**src/rtl/sfp_pkg.sv**
```systemverilog
`timescale 1ns / 1ps
// ----------------------------------------------------------------------------
// sfp_pkg: shared constants for the smallest factor pair finder
// Widths of the ports, the internal number and divisor paths, the prime
// table geometry and the member count codes.
// ----------------------------------------------------------------------------
package sfp_pkg;

	localparam int unsigned N_BITS      = 32;     // significant bits of the input number
	localparam int unsigned PRIME_DEPTH = 8192;   // entries of the odd prime table

	localparam int unsigned NUM_W = 32;           // number port width
	localparam int unsigned LO_W  = 16;           // low_factor port width
	localparam int unsigned HI_W  = 32;           // high_factor port width
	localparam int unsigned MC_W  = 2;            // member_count port width

	// internal number width: the input port cuts wider settings
	localparam int unsigned N_W    = (N_BITS < NUM_W) ? N_BITS : NUM_W;
	// trial divisor width: holds one step past the square root of any number
	localparam int unsigned D_W    = N_W / 2 + 1;
	localparam int unsigned SQ_W   = 2 * D_W;
	localparam int unsigned TBL_W  = LO_W;
	localparam int unsigned P_MAX  = 2 ** TBL_W - 1;
	localparam int unsigned ADDR_W = $clog2(PRIME_DEPTH);
	localparam int unsigned CNT_W  = $clog2(PRIME_DEPTH + 1);
	// divider step counter width: counts down one step per quotient bit
	localparam int unsigned STEP_W = $clog2(N_W + 1);

	localparam logic [MC_W-1:0] CNT_EMPTY = 2'd0;
	localparam logic [MC_W-1:0] CNT_ONE   = 2'd1;
	localparam logic [MC_W-1:0] CNT_PAIR  = 2'd2;

endpackage

```
**src/rtl/sfp_div.sv**
```systemverilog
`timescale 1ns / 1ps
// ----------------------------------------------------------------------------
// sfp_div: iterative restoring divider
// One quotient bit per cycle; quotient and remainder are valid with done.
// ----------------------------------------------------------------------------
module sfp_div (
	input  logic                     clk,
	input  logic                     arst_n,
	input  logic                     start,
	input  logic [sfp_pkg::N_W-1:0]  dividend,
	input  logic [sfp_pkg::D_W-1:0]  divisor,
	output logic                     done,
	output logic [sfp_pkg::N_W-1:0]  quotient,
	output logic [sfp_pkg::D_W-1:0]  remainder
);
	import sfp_pkg::*;

	logic              busy_q;
	logic              done_q;
	logic [STEP_W-1:0] step_q;
	logic [N_W-1:0]    quo_q;
	logic [D_W-1:0]    rem_q;
	logic [D_W-1:0]    dvs_q;

	logic [D_W:0] trial;
	logic [D_W:0] diff;
	logic         ge;

	// shift the next dividend bit into the partial remainder, subtract if it fits
	assign trial = {rem_q, quo_q[N_W-1]};
	assign ge    = trial >= {1'b0, dvs_q};
	assign diff  = trial - {1'b0, dvs_q};

	always_ff @(posedge clk or negedge arst_n) begin
		if (!arst_n) begin
			busy_q <= 1'b0;
			done_q <= 1'b0;
			step_q <= '0;
			quo_q  <= '0;
			rem_q  <= '0;
			dvs_q  <= '0;
		end else begin
			done_q <= 1'b0;
			if (start) begin
				busy_q <= 1'b1;
				step_q <= STEP_W'(N_W);
				quo_q  <= dividend;
				rem_q  <= '0;
				dvs_q  <= divisor;
			end else if (busy_q) begin
				rem_q  <= ge ? diff[D_W-1:0] : trial[D_W-1:0];
				quo_q  <= {quo_q[N_W-2:0], ge};
				step_q <= step_q - STEP_W'(1);
				if (step_q == STEP_W'(1)) begin
					busy_q <= 1'b0;
					done_q <= 1'b1;
				end
			end
		end
	end

	assign done      = done_q;
	assign quotient  = quo_q;
	assign remainder = rem_q;

endmodule

```
**config.mk**
```make
export PLATFORM = sky130hd
export DESIGN_NAME = sfp_div
export DESIGN_NICKNAME = d
export VERILOG_FILES = /design/src/rtl/sfp_pkg.sv /design/src/rtl/sfp_div.sv
export SDC_FILE = /design/constraint.sdc
export NUM_CORES = 1
export LEC_CHECK = 0
export BUFFER_PORTS_ARGS = -buffer_cell sky130_fd_sc_hd__buf_2
export CAP_MARGIN = 20
export CORE_MARGIN = 2
export CORE_UTILIZATION = 30
export CTS_CLUSTER_DIAMETER = 40
export DETAILED_ROUTE_END_ITERATION = 7
export PLACE_DENSITY = 0.51
export SYNTH_ARGS = -nofsm -noshare
export SYNTH_HDL_FRONTEND = slang
export SYNTH_SLANG_ARGS = --single-unit
```
**constraint.sdc**
```tcl
create_clock -name clk -period 6.55 [get_ports clk]
set_clock_uncertainty 0.15 [all_clocks]
set_input_delay 0.9825 -clock clk [delete_from_list [all_inputs] [get_ports clk]]
set_output_delay 0.9825 -clock clk [all_outputs]
set_load 0.05 [all_outputs]
```
==> results.ini <==
[placement]
place.gp.congestion=0.854
hpwl_um=7290
port_buffers=101

[drt]
drc=0
detail-route-antenna-nets=0
routed_wl_um=10500
viasPerCell=4.93
drt_pre_antenna_iters=5
post_drt_wl_per_cell_um=14.4
drtIter0Drc=150
via_count=3602

[floorplanning]
pin_count=102
core.rowCount=43
die_y_um=123
initial_utilization_pct=30.7
die_area_mm2=0.0151
die_w_um=123
coreArea_mm2=0.0138

[sta]
max_freq_ghz=0.320
setup_viol=0
worstMarginPinSlew_ns=0.960
min_period_ns=3.13
timing.final.crit_share_pct=47.7
rsz0062_at_grt=no
finalHoldViolCount=0
drv_slew=0
max_slew_margin_pct=36.0
fin_setup_tns_ns=0

[grt]
antenna_found_initial=0
grt_pass1_vias=3524
track_usage_pct=14.8
grt_max_degree=75
overflow=0
grt_pass1_wl_um=17500

[yosys]
synth_cell_types=53
yosys_register_bits=74
synth.area.mux_share_pct=8.99
async_reset_ff_share_pct=100
synth_area_mm2=0.00424
synth_compound_area_share_pct=18.0
synth_top_family_by_area=compound AO/OA/AOI/OAI gates
synth_edf_count=0
yosys-top-cells-area=dfrtp_1 (44%), mux2i_1 (8.7%), o21ai_0 (7.0%)
yosysSeqAreaShare_pct=43.6
synth-simple-area-share_pct=15.3
synth_xor_xnor_area_share_pct=3.10
synth_fp_nets=531
synthAdderAreaFrac_pct=6.07
yosys.cell_count.top_type=dfrtp_1
synth_top_flop_cell=dfrtp_1
synthTopCellsByCount=dfrtp_1 (74), nand2_1 (68), o21ai_0 (59), mux2i_1 (37), nor2_1 (32)
synthCells=459
synth-warning-count=0
yosysTopAreaCellShare_pct=43.6
post-synth-top-area-cell=dfrtp_1
syn_avg_cell_area_um2=9.24

[critical_path]
crit_slowest_cell=nor2_2
reg2reg_slack_ns=3.42
crit_cells=10
worst-path-buf-inv=1
path_delay_family=simple AND/OR/NAND/NOR gates
rr_worst_depth=10
cp-start-kind=register
rr_endpoint=remainder[14]$_DFFE_PN0P_
worst-path-max-fanout=13
cp_cell_sequence=inv_1 > ha_1 > fa_1 > nor2b_1 > o2111ai_2 > nand4b_4 > a2111oi_4 > nor2_2 > nand2_1 > a311oi_1
critPathRequiredTime_ns=6.63
worst_setup_path_end_kind=register
crit_end=remainder[14]$_DFFE_PN0P_
critPathLaunch=quotient[31]$_DFFE_PN0P_
crit_type=reg -> reg
max_stage_delay_ns=0.63
reg2reg_from=quotient[31]$_DFFE_PN0P_
crit_arrival_ns=3.20

[cts]
worstSkewPairLatency_ns=0.34
cts_resized=0
cts.sinks=74
clk_path_buf_depth=2
h-tree-depth=3
cts_root_buffer=clkbuf_16
cts_setup_buffers=0
clk_pin_slew_ns=0.06
numCtsBuffers=9
cts_tree=yes
holdBufCountCts=0

[outcome]
status=finished, final reports clean

[cells_and_area]
nets=617
drive_gt1_share_pct=23.1
n_antenna_cell=0
area_growth_pct=22.5

[pwr]
power_density_mw_per_mm2=337
p_total_mw=1.75
leakage_nw=2.71
peakVddDrop_uv=120

[run]
drv_cap=0

[min_path]
min_path_type=reg -> reg

## layout by cell type, fill, tap and decap left out, drive strengths merged, types with 3 or more instances in the layout
master	instances
mux2i	37
nand3	5
inv	24
a21o	5
nand2	68
nor4	3
a311oi	8
buf	103
a21oi	15
xnor2	11
nand2b	4
ha	19
and3	4
dfrtp	74
xor2	4
nor2	33
o21ai	60
a41oi	3
nor2b	3
a31oi	3
nor3	5
or3	4
a211oi	11
nand4	4
clkinvlp	3
clkbuf	10
## cells by family (layout without fill, tap and decap cells)
family / after synthesis / after routing
flops: 74 / 74
compound gates: 119 / 119
buf+inv: 52 / 143
mux: 38 / 38
fa+ha+maj: 20 / 20
simple gates: 141 / 141
xor+xnor: 15 / 15
## sequential cells by signal (all words and copies together) (netlist names)
name       count
busy_q         1
done           1
dvs_q         17
quotient      32
remainder     17
step_q         6
## metrics by stage
step	setup WS, ns	instances	instance area (um2)	hold WS, ns	utilization (%)
floorplan	3.58	459	4240	0.335	-
global placement	3.54	714	4880	0.348	35.3
detailed placement	3.46	714	4880	0.367	35.3
CTS	3.44	730	5200	0.380	37.6
global route	3.20	730	5200	0.399	37.6
finish	3.42	730	5200	0.375	37.6
## worst register-to-register path, cell delays in order (launching register included)
cell and delay, ns:
dfrtp_1 0.39, inv_1 0.06, ha_1 0.22, fa_1 0.39
nor2b_1 0.27, o2111ai_2 0.19, nand4b_4 0.17, a2111oi_4 0.09
nor2_2 0.63, nand2_1 0.12, a311oi_1 0.34
## final cells by class
cell class | instances | area (um2)
fill | 1438 | 8630
multi-input combinational | 333 | 2180
sequential | 74 | 1850
timing repair buffer | 103 | 526
clock buffer | 10 | 229
tap | 180 | 225
clock inverter | 6 | 91.3
inverter | 24 | 90.1
## report_power, final
part           leakage, nW  switching, mW  internal, mW
logic                 1.63          0.419         0.224
clock network        0.145          0.200         0.334
registers            0.927         0.0548         0.521
## worst min-delay path by stage
| stage | start | end | slack, ns | depth (start not counted) |
|---|---|---|---|---|
| after floorplan | dvs_q[0]$_DFFE_PN0P_ | dvs_q[0]$_DFFE_PN0P_ | 0.33 | 1 |
| final | dvs_q[0]$_DFFE_PN0P_ | dvs_q[0]$_DFFE_PN0P_ | 0.38 | 1 |
| after detailed placement | dvs_q[0]$_DFFE_PN0P_ | dvs_q[0]$_DFFE_PN0P_ | 0.37 | 1 |
| after global routing | dvs_q[0]$_DFFE_PN0P_ | dvs_q[0]$_DFFE_PN0P_ | 0.40 | 1 |
| after global placement | dvs_q[0]$_DFFE_PN0P_ | dvs_q[0]$_DFFE_PN0P_ | 0.35 | 1 |
| after CTS | dvs_q[0]$_DFFE_PN0P_ | dvs_q[0]$_DFFE_PN0P_ | 0.38 | 1 |
## layer usage
layer	vias to the layer above	track usage [%]	part of all wire, %
met5	-	0	0
met4	0	5.39	1.9
met3	16	5.17	7.1
met2	118	22.7	45
met1	1684	19.4	46
li1	1784	-	-
Note: power is estimated with default switching activity, not from simulation.
